==> config.mk <==
export PLATFORM = sky130hd
export DESIGN_NAME = m32k_queue
export DESIGN_NICKNAME = d
export VERILOG_FILES = /design/src/hw/rtl/m32k_pkg.sv /design/src/hw/rtl/m32k_queue.sv
export SDC_FILE = /design/constraint.sdc
export NUM_CORES = 1
export LEC_CHECK = 0
export BUFFER_PORTS_ARGS = -buffer_cell sky130_fd_sc_hd__clkbuf_2
export CORE_ASPECT_RATIO = 0.75
export CORE_UTILIZATION = 50
export CTS_CLUSTER_SIZE = 24
export DETAILED_ROUTE_END_ITERATION = 6
export PLACE_DENSITY = 0.76
export SLEW_MARGIN = 20
export SYNTH_ARGS = -nofsm -noshare
export SYNTH_HDL_FRONTEND = slang
export SYNTH_SLANG_ARGS = --single-unit
==> constraint.sdc <==
create_clock -name clk -period 13.4 [get_ports clk]
set_input_delay 2.68 -clock clk [delete_from_list [all_inputs] [get_ports clk]]
set_output_delay 2.68 -clock clk [all_outputs]
set_load 0.01 [all_outputs]
==> src/hw/rtl/m32k_pkg.sv <==
// shared types and constants for the matern 3/2 kernel and gradient block
package m32k_pkg;

  localparam int FRAC_BITS = 16;

  // configuration register indexes
  localparam logic [2:0] REG_DIMENSIONS              = 3'd0;
  localparam logic [2:0] REG_SQRT3_OVER_LENGTH       = 3'd1;
  localparam logic [2:0] REG_THREE_OVER_LENGTH_CUBED = 3'd2;
  localparam logic [2:0] REG_WANT_KERNEL             = 3'd3;
  localparam logic [2:0] REG_WANT_GRADIENT           = 3'd4;

  // ln2 in q.32 and floor(2^48 / ln2_q32) for the range reduction estimate
  localparam logic [31:0] LN2_Q32   = 32'd2977044472;
  localparam logic [16:0] LN2_RECIP = 17'((64'd1 << 48) / 64'd2977044472);
  localparam logic [32:0] ONE_Q32   = 33'h1_0000_0000;

  // number of horner terms in the exp series
  localparam int HORNER_TERMS = 12;
  // isqrt steps: two radicand bits per step over d2 << FRAC_BITS
  localparam int SQRT_STEPS   = (32 + FRAC_BITS) / 2;

  typedef struct packed {
    logic signed [31:0] a_x;
    logic signed [31:0] a_y;
    logic signed [31:0] a_z;
    logic signed [31:0] b_x;
    logic signed [31:0] b_y;
    logic signed [31:0] b_z;
    logic               last_pair;
  } in_t;

  typedef struct packed {
    logic [31:0] kernel_value;
    logic [31:0] gradient_value;
    logic        saturated;
    logic        last_result;
  } out_t;

  typedef struct packed {
    in_t  pts;
    logic use_y;
    logic use_z;
    logic want_k;
    logic want_g;
  } job_t;

  typedef struct packed {
    logic [31:0] s3l;
    logic [31:0] t3l;
  } scale_t;

  // sideband carried down the back pipeline
  typedef struct packed {
    logic        last;
    logic        want_k;
    logic        want_g;
    logic        sat;
    logic [47:0] g1;
    logic [20:0] um;
    logic        big;
    logic [5:0]  k;
  } side_t;

endpackage

==> src/hw/rtl/m32k_queue.sv <==
// two-entry queue between front and back, drained every cycle it holds data
module m32k_queue import m32k_pkg::*; (
  input  logic clk,
  input  logic rst,
  input  logic push,
  input  job_t wdata,
  output logic full,
  output logic valid,
  output job_t rdata
);

  job_t       mem [2];
  logic       wptr;
  logic       rptr;
  logic [1:0] count;
  logic       pop;

  assign valid = (count != 2'd0);
  assign full  = (count == 2'd2);
  assign pop   = valid;
  assign rdata = mem[rptr];

  always_ff @(posedge clk) begin
    if (push) begin
      mem[wptr] <= wdata;
    end
  end

  always_ff @(posedge clk) begin
    if (rst) begin
      wptr  <= 1'b0;
      rptr  <= 1'b0;
      count <= 2'd0;
    end else begin
      if (push) begin
        wptr <= ~wptr;
      end
      if (pop) begin
        rptr <= ~rptr;
      end
      count <= count + 2'(push) - 2'(pop);
    end
  end

endmodule

Word-level counts from Yosys, hierarchy flattened --
Memory sizes are Yosys's and may differ from the RTL's. A register that Yosys moved wholly into a read port is not among the register bits. Index checks and enable logic that the tools add are counted.
Storage, ports and cells: logic and storage cells 14, bits in registers 4, memories 1, RAM bits 394, input bits 200
Cells by class: $add $sub $neg 2, equal/unequal tests 1, reductions and logical operators 1, bitwise operators 2, multiplexer cells 4
Memories:
- mem | words 2, width 197, rd ports 1, clocked after Yosys merged registers in 1, wr ports 1, RTL line m32k_queue.sv:12 | job_t mem [2];
Operators with widths (count):
- $mux W1 | 4
- $add A2 B1 Y2 | 1
- $eq A2 B2 Y1 const B | 1
- $not A1 Y1 | 2
- $reduce_bool A2 Y1 | 1
- $sub A2 B1 Y2 | 1

Longest topological paths before layout --
depth after elaboration 3, gate-level depth with buffers 4

Least setup slack after synthesis --
Ideal clock, no wire load.
kind in2reg, start point in push, end point mem mem[0][0] in the netlist's numbering, enable pin, arrival time 11.175 ns, data required time 12.619 ns, setup slack 1.444 ns, setup time 0.781 ns, path buffers 0, stages on the path 1, cells stage by stage nor2b_1
On the way: cells in the longest elaborated chain, start to end 2
RTL lines:
- from (decl) | RTL line m32k_queue.sv:5 | input logic push,
- $mux W1 | RTL line m32k_queue.sv:24 | if (push) begin
- $mux W1 (implied by the code) | RTL line m32k_queue.sv:25 | mem[wptr] <= wdata;
- to (decl) | RTL line m32k_queue.sv:12
Every way passes these cells.

==> impl_metrics.tcl <==
set metrics [dict create \
    outcome "completed" \
    drc_errors 0 \
    finalInstanceArea_sq_um 18600 \
    wl_um 30400 \
    cp.required_ns 10.72 \
    cts.sinks 399 \
    hold_buffers 0 \
    synth_cells 634 \
    numCtsBuffers 39 \
    dp_cells 1410 \
    routedWlPerCell_um 20.6 \
    setup_viol 0 \
    gp_congestion 0.775 \
    period_share 0.453 \
    start_kind "register" \
    crit_buf_inv 3 \
    period_needed_ns 6.07 \
    p_per_area_nw_per_um2 155 \
    wl_met2_um 14700 \
    die_area_sq_um 30600 \
    critical_path_arrival_ns 3.39 \
    drive_above_1_share 0.611 \
    synthDistinctLibCells 17 \
    grt_util_all_layers 0.192 \
    die_x_um 202 \
    placed_area_sq_um 17300 \
    synth.area.top_cells "edfxtp_1, mux2_4, mux2_2" \
    yosysWarnings 0 \
    met3_length_um 2980 \
    final_antenna_net_count 0 \
    portBuffers 398 \
    hold_path.class "reg2reg" \
    vias_per_cell 5.03 \
    p_leak_nw 7.32 \
    antenna_found_initial 2 \
    vdd_drop_max_mv 0.127 \
    hold_violations 0 \
    num_rows 54 \
    grt_pass1_vias 7478 \
    clk-insertion-delay-late_ns 0.52 \
    cp_slowest_stage_delay_ns 0.88 \
    critical_path_class "reg2out" \
    grt_max_degree 77 \
    max_cap_violations 0 \
    initial_core_util 0.511 \
    max-slew-margin-rel 0.258 \
    clk_pin_slew_ns 0.06 \
    cts-root-buf "clkbuf_16" \
    cts.repair.resized 0 \
    synth.top_cell.area_share 0.791 \
    synth_area_leader_cell "edfxtp_1" \
    synth-seq-cells 399 \
    drtIter0Drc 413 \
    syn_area_per_cell_sq_um 23.6 \
    grt_pass1_wl_um 43300 \
    rsz0062_at_grt "false" \
    cp_max_fo 57 \
    ctsHtreeMaxLevel 2 \
    num_vias 7437 \
    dr.pass1.iters 6 \
    finalSetupTns_ns 0 \
    syn_to_final_growth_pct 24.5 \
    finalMaxSlewViolations 0 \
    critical_path.slowest_cell "buf_4" \
    crit_family "buffers and inverters" \
    grt_overflow 0 \
    path_common_cell "buf_4" \
    ioPinCount 399 \
    syn_nets 835 \
    core_sq_um 29300 \
    tightest_slew_ns 1.11 \
    crit_path_end_kind "primary output" \
    fillers 2021 \
    cts_tree "yes" \
    seq_area_frac_synth 0.798 \
    die_h_um 152 \
    m1WireLength_um 12200 \
    cts_buffer_depth 3 \
    fmaxAchievable_mhz 165 \
    highest_layer "met5" \
    layout.nets 1260 \
    dp_hpwl_um 21000 \
    fin_cells 1479 \
    cp_cell_sequence "buf_4, buf_4, mux2_4, clkbuf_2" \
    postCtsSetupBuffers 0 \
    synth_area_sq_um 15000 \
    skew_ns 0.0139 \
]
==> layout by cell type (no fill, tap or decap), types with 3 or more instances in the layout <==
cell type,Yosys,routed
mux2_2,67,67
dfxtp_1,5,4
clkbuf_2,0,398
clkbuf_16,0,39
nor3_1,3,3
nor2b_1,4,3
edfxtp_1,394,394
clkinv_2,0,6
mux2_4,130,130
clkbuf_1,0,8
buf_4,0,8
clkinv_1,0,4
bufinv_16,0,8
==> metal layers <==
layer  up-vias  GRT usage
met5         -          0
met3        43     0.0704
met2       335      0.318
met4         2     0.0511
li1       3387          -
met1      3670      0.240
==> metrics by stage <==
step / hold WS, ns / power, mW / setup slack [ns] / utilization
2_1_floorplan: 0.496 / 1.68 / 1.44 / -
3_3_place_gp: 0.527 / 1.78 / 7.93 / 0.591
3_5_place_dp: 0.538 / 1.79 / 7.88 / 0.591
4_1_cts: 0.551 / 2.91 / 7.31 / 0.636
5_1_grt: 0.595 / 2.98 / 7.18 / 0.636
6_report: 0.553 / 2.89 / 7.33 / 0.636
==> synth_stat cells (all sizes together) <==
master  number
a21bo        1
a21oi        1
and2         1
buf         22
dfxtp        5
edfxtp     394
ha           1
mux2       197
nand3b       1
nor2         1
nor2b        4
nor3         3
o21a         1
or2          1
xnor2        1
==> power by group <==
part / total, mW / switching [mW] / internal, mW
Sequential: 1.48 / 0.0216 / 1.46
Combinational: 0.280 / 0.145 / 0.135
Clock: 1.13 / 0.438 / 0.690
==> flip-flops by register name, summed over array words and instances, names as in the netlist, named ones only <==
signal / cells
wptr: 1
rptr: 1
count: 2
mem: 394
==> logic make-up after synthesis <==
| kind of cell | after synthesis | share of synthesized area |
|---|---|---|
| AO/OA/AOI/OAI | 3 | 0.00151 |
| XOR/XNOR | 1 | 0.000586 |
| adder cells (fa/ha/maj) | 1 | 0.000836 |
| buffers and inverters | 22 | 0.0141 |
| flip-flops | 399 | 0.798 |
| multiplexers | 197 | 0.181 |
| AND/OR/NAND/NOR | 11 | 0.00427 |
==> final timing paths <==
kind                 end  depth (start not counted)     start  slack [ns]
min                 rptr                          2      rptr        0.55
min reg2reg         rptr                          2      rptr        0.55
max           rdata[151]                          4  register        7.33
max reg2reg  mem[0][155]                          3      wptr       10.70
==> worst reg2reg max path, stage by stage, from the launching register on <==
cell     delay [ns]
dfxtp_1        0.35
nor2b_4        0.45
buf_4          0.55
buf_4          0.86
==> layout make-up <==
| class | instances | area, sq um | share of cell area |
|---|---|---|---|
| diodes | 1 | 2.50 | 0.000134 |
| clock buffers | 47 | 1010 | 0.0540 |
| clock inverters | 21 | 310 | 0.0167 |
| multi-input cells | 213 | 2820 | 0.152 |
| flip-flops and latches | 399 | 11900 | 0.641 |
| well taps | 392 | 490 | 0.0263 |
| repair buffers | 406 | 2050 | 0.110 |
Note: power is estimated with default switching activity, not from simulation.
