<file path="src/hw/rtl/m32k_pkg.sv">
// shared types and constants for the matern 3/2 kernel and gradient block
package m32k_pkg;

  localparam int FRAC_BITS = 16;

  // configuration register indexes
  localparam logic [2:0] REG_DIMENSIONS              = 3'd0;
  localparam logic [2:0] REG_SQRT3_OVER_LENGTH       = 3'd1;
  localparam logic [2:0] REG_THREE_OVER_LENGTH_CUBED = 3'd2;
  localparam logic [2:0] REG_WANT_KERNEL             = 3'd3;
  localparam logic [2:0] REG_WANT_GRADIENT           = 3'd4;

  // ln2 in q.32 and floor(2^48 / ln2_q32) for the range reduction estimate
  localparam logic [31:0] LN2_Q32   = 32'd2977044472;
  localparam logic [16:0] LN2_RECIP = 17'((64'd1 << 48) / 64'd2977044472);
  localparam logic [32:0] ONE_Q32   = 33'h1_0000_0000;

  // number of horner terms in the exp series
  localparam int HORNER_TERMS = 12;
  // isqrt steps: two radicand bits per step over d2 << FRAC_BITS
  localparam int SQRT_STEPS   = (32 + FRAC_BITS) / 2;

  typedef struct packed {
    logic signed [31:0] a_x;
    logic signed [31:0] a_y;
    logic signed [31:0] a_z;
    logic signed [31:0] b_x;
    logic signed [31:0] b_y;
    logic signed [31:0] b_z;
    logic               last_pair;
  } in_t;

  typedef struct packed {
    logic [31:0] kernel_value;
    logic [31:0] gradient_value;
    logic        saturated;
    logic        last_result;
  } out_t;

  typedef struct packed {
    in_t  pts;
    logic use_y;
    logic use_z;
    logic want_k;
    logic want_g;
  } job_t;

  typedef struct packed {
    logic [31:0] s3l;
    logic [31:0] t3l;
  } scale_t;

  // sideband carried down the back pipeline
  typedef struct packed {
    logic        last;
    logic        want_k;
    logic        want_g;
    logic        sat;
    logic [47:0] g1;
    logic [20:0] um;
    logic        big;
    logic [5:0]  k;
  } side_t;

endpackage

</file>
<file path="src/hw/rtl/m32k_front.sv">
// front end: configuration registers, command accept and item classification
module m32k_front import m32k_pkg::*; (
  input  logic        clk,
  input  logic        rst,
  input  logic        start,
  output logic        busy,
  input  in_t         item,
  input  logic        cfg_valid,
  output logic        cfg_ready,
  input  logic [2:0]  cfg_index,
  input  logic [31:0] cfg_data,
  input  logic        q_full,
  output logic        push,
  output job_t        job,
  output scale_t      scale
);

  logic [1:0]  dimensions;
  logic [31:0] sqrt3_over_length;
  logic [31:0] three_over_length_cubed;
  logic        want_kernel;
  logic        want_gradient;

  assign cfg_ready = 1'b1;

  always_ff @(posedge clk) begin
    if (rst) begin
      dimensions              <= 2'd3;
      sqrt3_over_length       <= 32'd113512;
      three_over_length_cubed <= 32'd196608;
      want_kernel             <= 1'b1;
      want_gradient           <= 1'b1;
    end else if (cfg_valid) begin
      unique case (cfg_index)
        REG_DIMENSIONS:              dimensions <= cfg_data[1:0];
        REG_SQRT3_OVER_LENGTH:       sqrt3_over_length <= cfg_data;
        REG_THREE_OVER_LENGTH_CUBED: three_over_length_cubed <= cfg_data;
        REG_WANT_KERNEL:             want_kernel <= cfg_data[0];
        REG_WANT_GRADIENT:           want_gradient <= cfg_data[0];
        default: ;
      endcase
    end
  end

  assign busy = q_full;
  assign push = start & ~q_full;

  // zero dimensions acts as one, so only the high bit decides y
  always_comb begin
    job.pts    = item;
    job.use_y  = dimensions[1];
    job.use_z  = (dimensions == 2'd3);
    job.want_k = want_kernel;
    job.want_g = want_gradient;
  end

  assign scale.s3l = sqrt3_over_length;
  assign scale.t3l = three_over_length_cubed;

endmodule

</file>
<file path="config.mk">
export PLATFORM = sky130hd
export DESIGN_NAME = m32k_front
export DESIGN_NICKNAME = d
export VERILOG_FILES = /design/src/hw/rtl/m32k_pkg.sv /design/src/hw/rtl/m32k_front.sv
export SDC_FILE = /design/constraint.sdc
export NUM_CORES = 1
export LEC_CHECK = 0
export ABC_AREA = 1
export BUFFER_PORTS_ARGS = -buffer_cell sky130_fd_sc_hd__buf_4
export CORE_AREA = 2 2 193 195
export DETAILED_ROUTE_END_ITERATION = 10
export DIE_AREA = 0 0 195 197
export PLACE_DENSITY_LB_ADDON = 0.05
export SLEW_MARGIN = 20
export SYNTH_ARGS = -nofsm -noshare
export SYNTH_HDL_FRONTEND = slang
export SYNTH_SLANG_ARGS = --single-unit
</file>
<file path="constraint.sdc">
create_clock -name clk -period 1.4 [get_ports clk]
set_input_delay 0 -clock clk [delete_from_list [all_inputs] [get_ports clk]]
set_output_delay 0 -clock clk [all_outputs]
set_load 0.1 [all_outputs]
</file>
### Word level (Yosys, flattened, before mapping)

Index checks and enable logic that the tools add are counted.

| storage, ports and cells | value |
|---|---|
| flip-flop bits (word level) | 68 |
| bits in latches | 0 |
| memory bits (writable) | 0 |
| ROM bits | 0 |
| input bits | 233 |
| output and inout bits | 264 |
| word-level logic and storage cells | 18 |
| memories kept | 0 |

| cells by class | value |
|---|---|
| add/subtract/negate cells | 0 |
| multiply operators | 0 |
| div/mod/pow operators | 0 |
| order comparisons | 0 |
| eq/ne operators | 5 |
| shift-type cells | 0 |
| multiplexer cells | 0 |
| bitwise gates (word level) | 2 |
| reductions and logical operators | 6 |

Operator list:

| cell | number |
|---|---|
| $reduce_and A2 Y1 | 5 |
| $eq A3 B2 Y1 const B | 2 |
| $eq A3 B1 Y1 const B | 1 |
| $eq A3 B3 Y1 const B | 1 |
| $logic_not A3 Y1 | 1 |
| $eq A2 B2 Y1 const B | 1 |
| $and A1 B1 Y1 | 1 |
| $not A1 Y1 | 1 |

### Logic depth before layout (Yosys ltp)

Gate-level depths: netlist (run 1).

| depth | value |
|---|---|
| word-level depth | 2 |
| gate-level depth with buffers | 6 |
| gate-level depth less buffers | 5 |

### Least setup slack after synthesis (run 1)

No wires, ideal clock.

| path | value |
|---|---|
| kind | input -> output |
| from | input start |
| to | output push |
| arrival time | 1.278 ns |
| required time | 1.400 ns |
| setup slack | 0.122 ns |
| stages | 2 |
| buffers on the path | 0 |
| path through | inv_1 nor2_1 |

| on the way | value |
|---|---|
| word-level cells in the longest chain between the ends | 1 |

RTL lines:

| item | line | source |
|---|---|---|
| from (decl) | m32k_front.sv:5 | `input logic start,` |
| $and A1 B1 Y1 | m32k_front.sv:46 | `assign push = start & ~q_full;` |
| to (decl) | m32k_front.sv:13 | `output logic push,` |

No other way between the ends.

### Worst setup path after layout (run 1)

| path | value |
|---|---|
| from | input cfg_index[1] |
| to | register want_gradient |

| on the way | value |
|---|---|
| word-level cells in the longest chain between the ends | 2 |

RTL lines:

| item | line | source |
|---|---|---|
| from (decl) | m32k_front.sv:10 | `input logic [2:0] cfg_index,` |
| $eq A3 B3 Y1 | m32k_front.sv:34 | `unique case (cfg_index)` |
| $reduce_and A2 Y1 (no source line) | - |  |
| to (signal assigned) | m32k_front.sv:39 | `REG_WANT_GRADIENT: want_gradient <= cfg_data[0];` |
| to (decl) | m32k_front.sv:22 | `logic want_gradient;` |

No other way between the ends.
A chain may end at the register's enable or synchronous reset.

==> impl_metrics.sql, run 1 <==
INSERT INTO impl_metrics (metric_group, metric, value, unit) VALUES
('sta', 'report.final.slew_viol_count', '0', ''),
('global_route', 'grt_pass1_wl', '23100', 'um'),
('cts', 'cts_buffers', '9', ''),
('cts', 'cts_max_level', '3', ''),
('cts', 'cts_tree', 'yes', ''),
('sta', 'setup_total_negative_slack', '0', 'ns'),
('synth', 'ys_async_sr_fraction', '0', '%'),
('synth', 'synthesized_nets', '836', ''),
('synth', 'ys_seq_elements', '68', ''),
('routing', 'post-route-drc-count', '0', ''),
('critical_path', 'path_class', 'in -> reg', ''),
('pwr', 'cellLeakagePower', '0.00216', 'uW'),
('layout', 'drive_above_1_share', '26.4', '%'),
('cts', 'cts_root_buf', 'clkbuf_16', ''),
('layout', 'area_growth', '11.9', '%'),
('die', 'std_cell_rows', '70', ''),
('cts', 'cts.sink_count', '68', ''),
('routing', 'dr_wl_met3', '1440', 'um'),
('place', 'dp.final_hpwl', '12000', 'um'),
('cts', 'clock_path_buffers', '2', ''),
('synth', 'ys_top_cells_by_area', 'buf_4, dfxtp_1, nor2_1', ''),
('sta', 'skew', '0', 'ns'),
('critical_path', 'critical_path.endpoint_type', 'register', ''),
('synth', 'area_share_of_the_largest_cell_type_after_synthesis', '35.8', '%'),
('routing', 'via_count', '3213', ''),
('critical_path', 'worst_ep_arrival_time', '1.60', 'ns'),
('min_path', 'holdCritPathClass', 'in -> out', ''),
('pwr', 'vdd_drop_max', '0.375', 'mV'),
('layout', 'filler_cell_count_in_the_final_layout', '4191', ''),
('place', 'port_buffers', '109', ''),
('die', 'coreArea', '0.0363', 'sq mm'),
('synth', 'synth.avg_cell_area', '7.17', 'sq um'),
('global_route', 'antenna_found_initial', '0', ''),
('layout', 'diodes', '0', ''),
('sta', 'final_critical_path_required_period', '1.31', 'ns'),
('sta', 'fmax', '0.763', 'GHz'),
('synth', 'syn-instance-count', '603', ''),
('sta', 'final-setup-viol-count', '0', ''),
('job', 'cap_violations', '0', ''),
('synth', 'ys.warnings.count', '0', ''),
('place', 'gpl_congestion', '0.658', ''),
('cts', 'path_clk_slew', '0.06', 'ns'),
('routing', 'drt-total-wl', '16200', 'um'),
('cts', 'cts_hold_buffers', '31', ''),
('cts', 'worstSkewPairLatency', '0.34', 'ns'),
('synth', 'synth-seq-area-share', '31.5', '%'),
('pwr', 'powerDensity', '1180', 'mW/mm^2'),
('die', 'floorplan.initialDensity', '11.9', '%'),
('synth', 'yosys.area.top_type', 'buf_4', ''),
('routing', 'antenna_left', '0', ''),
('synth', 'synth_edf_count', '0', ''),
('routing', 'drtPass1Iterations', '4', ''),
('critical_path', 'crit_path_max_fanout', '5', ''),
('critical_path', 'cp_data_required_time', '1.68', 'ns'),
('sta', 'timing.final.hold_violations', '0', ''),
('synth', 'synth_area', '0.00432', 'sq mm'),
('routing', 'routedWlPerCell', '16.0', 'um'),
('die', 'chipHeight', '197', 'um'),
('die', 'floorplan.die_area', '0.0384', 'sq mm'),
('routing', 'wirelength_met1', '6450', 'um'),
('routing', 'wl_met2', '7700', 'um'),
('global_route', 'track_usage', '8.37', '%'),
('synth', 'synth.top_cells.by_count', 'buf_4, nor2_1, nand2_1', ''),
('layout', 'finish.net_count', '774', ''),
('cts', 'cts_resized', '0', ''),
('pwr', 'power.total', '5680', 'uW'),
('status', 'status', 'complete, no violations', ''),
('sta', 'grt_setup_unrepaired', 'false', ''),
('synth', 'synth_cell_types', '19', ''),
('routing', 'maxUsedRoutingLayer', 'met4', ''),
('synth', 'synth.most_common_cell', 'buf_4', ''),
('global_route', 'grt.overflow.total', '0', ''),
('global_route', 'grt_pass1_vias', '3228', ''),
('routing', 'viasPerCell', '3.17', ''),
('cts', 'cts_post_setup_buffers_inserted', '0', ''),
('die', 'ioPinCount', '497', ''),
('die', 'fp.dieW', '195', 'um'),
('global_route', 'largest_net_degree_at_the_start_of_global_routing', '69', ''),
('synth', 'ys.flop_type', 'dfxtp_1', ''),
('sta', 'fraction_of_the_cycle_the_final_worst_path_needs', '93.6', '%'),
('critical_path', 'startpoint_type', 'primary input', ''),
('routing', 'initialDrtViolationCount', '116', '');
[sequential cells by signal, summed over array words and instances (netlist names)]
register                 flops
want_gradient                1
dimensions                   2
three_over_length_cubed     32
want_kernel                  1
sqrt3_over_length           32
[through the flow]
stage | instance area [sq um] | instances | util [%] | hold WS [ns] | setup WS (ns)
after floorplan | 4320 | 603 | - | 0.113 | 0.122
after global placement | 4220 | 967 | 11.6 | 0.000681 | 0.377
after detailed placement | 4220 | 967 | 11.6 | 0.000681 | 0.375
after CTS | 4830 | 1014 | 13.3 | 0.000681 | 0.132
after global routing | 4830 | 1014 | 13.3 | 0.000143 | 0.0260
final | 4830 | 1014 | 13.3 | 0.0000385 | 0.0891
[power by group]
part	switching [uW]	internal [uW]	total [uW]
Sequential	41.2	2000	2040
Clock	969	1470	2440
Combinational	867	330	1200
Total	1880	3810	5680
[metal layers]
layer	GRT usage [%]	up-vias
met5	0.128	-
met4	4.89	0
met3	3.39	78
met2	13.6	169
met1	9.26	1457
li1	-	1509
[cell type report]
type                            instances  area, sq um  share of cell area, %
Sequential cell                        68         1360                   28.2
Timing Repair Buffer                  148         1260                   26.1
Multi-Input combinational cell        276         1180                   24.4
Tap cell                              468          586                   12.1
Clock buffer                           12          256                   5.31
Inverter                               38          143                   2.95
Clock inverter                          4         47.5                  0.983
[logic make-up (layout without fill, tap and decap cells)]
logic type	Yosys count	in the layout	synth area share (%)
flops	68	68	31.5
other cells	1	1	0.0868
compound gates	2	2	0.232
simple gates	273	273	26.8
buf+inv	259	202	41.4
[final timing paths]
| path | start | endpoint | slack, ns | cells past startpoint |
|---|---|---|---|---|
| worst min register to register | three_over_length_cubed[17] | three_over_length_cubed[17] | 0.47 | 2 |
| worst max register to register | sqrt3_over_length[6] | sqrt3_over_length[6] | 0.79 | 2 |
| worst max-delay path | cfg_index[1] | want_gradient | 0.09 | 6 |
| worst min-delay path | item[2] | job[6] | 0.00004 | 0 |
[critical path, stage by stage]
cell,delay (ns)
dlygate4sd3_1,0.54
buf_4,0.16
nor2_1,0.16
nand4_1,0.09
dlygate4sd3_1,0.56
nand3_1,0.08
[layout by cell type, fill, tap and decap left out]
master	instances
clkbuf_8	2
clkinvlp_4	1
conb_1	1
inv_1	33
nand2_1	89
dfxtp_1	68
bufinv_16	1
dlygate4sd3_1	31
nor2_1	108
nor2_4	3
buf_12	6
clkbuf_1	1
buf_4	111
nor2_2	1
nand2_2	1
nand3_1	68
clkinv_2	2
o21ai_0	2
nand2_4	1
clkbuf_16	9
inv_2	5
nor2_8	1
nand4_1	1
No activity file was read; power rests on OpenSTA's default activity.
==> run 2: changes to the inputs <==
clock period = 1.1 ns   (was 1.4 ns; I/O delays follow)
==> run 2 against run 1 <==
  * Sequential cell count unchanged
  * Design area down 0.44%
  * Routed wire length is 8.8% higher
  * Combinational power is 27% higher
  * Critical path type is now reg -> out
  * Clock-buffer cell count unchanged
  * Total power grew 22%
  * Register-to-register slack got worse by 0.29 ns
  * Via count shrank 0.53%
  * Clock power is 14% higher
  * Sequential share of layout area rose by 1.8 points
==> impl_metrics.sql, run 2 (same netlist as run 1, synthesis figures left out) <==
INSERT INTO impl_metrics (metric_group, metric, value, unit) VALUES
('routing', 'post-route-drc-count', '0', ''),
('critical_path', 'critical_path.endpoint_type', 'output port', ''),
('place', 'gpl_congestion', '0.688', ''),
('place', 'port_buffers', '109', ''),
('global_route', 'track_usage', '9.10', '%'),
('die', 'std_cell_rows', '70', ''),
('sta', 'final_critical_path_required_period', '1.03', 'ns'),
('routing', 'routedWlPerCell', '17.6', 'um'),
('global_route', 'grt_pass1_wl', '25100', 'um'),
('critical_path', 'r2r_start', 'three_over_length_cubed[22]', ''),
('status', 'status', 'complete, no violations', ''),
('routing', 'via_count', '3196', ''),
('layout', 'filler_cell_count_in_the_final_layout', '4266', ''),
('critical_path', 'path_class', 'reg -> out', ''),
('pwr', 'vdd_drop_max', '0.476', 'mV'),
('layout', 'diodes', '0', ''),
('routing', 'drtPass1Iterations', '6', ''),
('min_path', 'hold_path.startpoint', 'item[102]', ''),
('layout', 'layout.cells.most_common_list', 'buf_4, nor2_1, nand2_1', ''),
('critical_path', 'crit_path_max_fanout', '3', ''),
('job', 'cap_violations', '0', ''),
('die', 'fp.dieW', '195', 'um'),
('sta', 'fraction_of_the_cycle_the_final_worst_path_needs', '93.6', '%'),
('cts', 'cts.sink_count', '68', ''),
('layout', 'layout.cells.most_common', 'buf_4', ''),
('die', 'ioPinCount', '497', ''),
('global_route', 'antenna_found_initial', '0', ''),
('routing', 'antenna_left', '0', ''),
('sta', 'skew', '0', 'ns'),
('cts', 'cts_max_level', '3', ''),
('cts', 'cts_buffers', '9', ''),
('global_route', 'grt.overflow.total', '0', ''),
('cts', 'path_clk_slew', '0.05', 'ns'),
('routing', 'initialDrtViolationCount', '100', ''),
('critical_path', 'cp_data_required_time', '1.10', 'ns'),
('layout', 'drive_above_1_share', '39.7', '%'),
('layout', 'finalInstanceArea', '0.00481', 'sq mm'),
('layout', 'area_growth', '11.4', '%'),
('sta', 'final-setup-viol-count', '0', ''),
('critical_path', 'reg2reg_slack', '0.50', 'ns'),
('pwr', 'cellLeakagePower', '0.00213', 'uW'),
('pwr', 'powerDensity', '1440', 'mW/mm^2'),
('cts', 'cts_root_buf', 'clkbuf_16', ''),
('cts', 'worstSkewPairLatency', '0.33', 'ns'),
('min_path', 'holdCritPathClass', 'in -> out', ''),
('die', 'floorplan.initialDensity', '11.9', '%'),
('global_route', 'largest_net_degree_at_the_start_of_global_routing', '69', ''),
('sta', 'fmax', '0.971', 'GHz'),
('place', 'placedInstanceArea', '0.00436', 'sq mm'),
('critical_path', 'worst_ep_arrival_time', '1.03', 'ns'),
('critical_path', 'startpoint_type', 'register', ''),
('layout', 'finish.net_count', '764', ''),
('sta', 'report.final.slew_viol_count', '0', ''),
('critical_path', 'worstSetupStartpoint', 'dimensions[1]', ''),
('die', 'chipHeight', '197', 'um'),
('cts', 'clock_path_buffers', '2', ''),
('die', 'coreArea', '0.0363', 'sq mm'),
('routing', 'drt-total-wl', '17700', 'um'),
('layout', 'finish.utilization', '13.3', '%'),
('global_route', 'grt_pass1_vias', '3491', ''),
('sta', 'timing.final.hold_violations', '0', ''),
('cts', 'cts_post_setup_buffers_inserted', '0', ''),
('routing', 'viasPerCell', '3.18', ''),
('place', 'dp.final_hpwl', '13900', 'um'),
('cts', 'cts_tree', 'yes', ''),
('layout', 'largestRegisters', 'sqrt3_over_length x32, three_over_length_cubed x32, dimensions x2', ''),
('sta', 'grt_setup_unrepaired', 'false', ''),
('die', 'floorplan.die_area', '0.0384', 'sq mm');
## run 2: changes by cell type in the layout (fill, tap and decap cells not counted), sizes merged
cell	before	now
dlygate4sd3	31	17
buf	117	121
clkinvlp	1	2
bufinv	1	0
## run 2: per-stage QoR
| step | instances | setup TNS (ns) | power [uW] | setup WS, ns | hold WS (ns) |
|---|---|---|---|---|---|
| CTS | 1004 | 0 | 7160 | 0.0262 | 0.000681 |
| global route | 1004 | 0 | 7290 | 0.00468 | 0.000143 |
| finish | 1004 | 0 | 6910 | 0.0701 | 0.0000385 |
| floorplan | 603 | 0 | 7000 | 0.143 | 0.113 |
| detailed placement | 971 | -0.00415 | 4180 | -0.00415 | 0.000681 |
| global placement | 971 | 0 | 4180 | 0.00896 | 0.000681 |
## run 2: where the power goes
| part | switching, uW | internal, uW | total (uW) |
|---|---|---|---|
| registers | 55.2 | 2570 | 2620 |
| clock network | 1190 | 1580 | 2780 |
| logic | 1100 | 412 | 1520 |
| total | 2350 | 4560 | 6910 |
## run 2: final cells by class
type | instances | area, sq um | share of cell area, %
Tap cell | 468 | 586 | 12.2
Sequential cell | 68 | 1440 | 30.0
Inverter | 38 | 143 | 2.96
Clock inverter | 4 | 25.0 | 0.520
Clock buffer | 12 | 246 | 5.12
Multi-Input combinational cell | 276 | 1180 | 24.5
Timing Repair Buffer | 138 | 1190 | 24.7
## run 2: routing by layer
metal	vias to the layer above	track usage, %	routed length [um]	part of all wire (%)
met4	0	3.93	481	2.7
met3	72	4.02	1630	9.2
met1	1437	8.89	6400	36
met2	200	16.7	9180	52
met5	-	0	0	0
li1	1487	-	-	-
## run 2: critical path, cell delays in order, from the launching register on
cell     delay, ns
dfxtp_2       0.35
nand2_1       0.06
inv_1         0.10
buf_12        0.18
## run 2: timing repair
action | in CTS | in global routing
resized for setup | 4 | 0
endpoints found under the hold margin | 22 | 0
endpoints found under the setup margin | 1 | 0
hold buffers | 17 | 0
## run 2: worst paths after layout
kind / endpoint / cells past startpoint
worst min register to register: sqrt3_over_length[12] / 2
worst max register to register: three_over_length_cubed[22] / 2
worst max-delay path: job[2] / 3
worst min-delay path: job[106] / 0
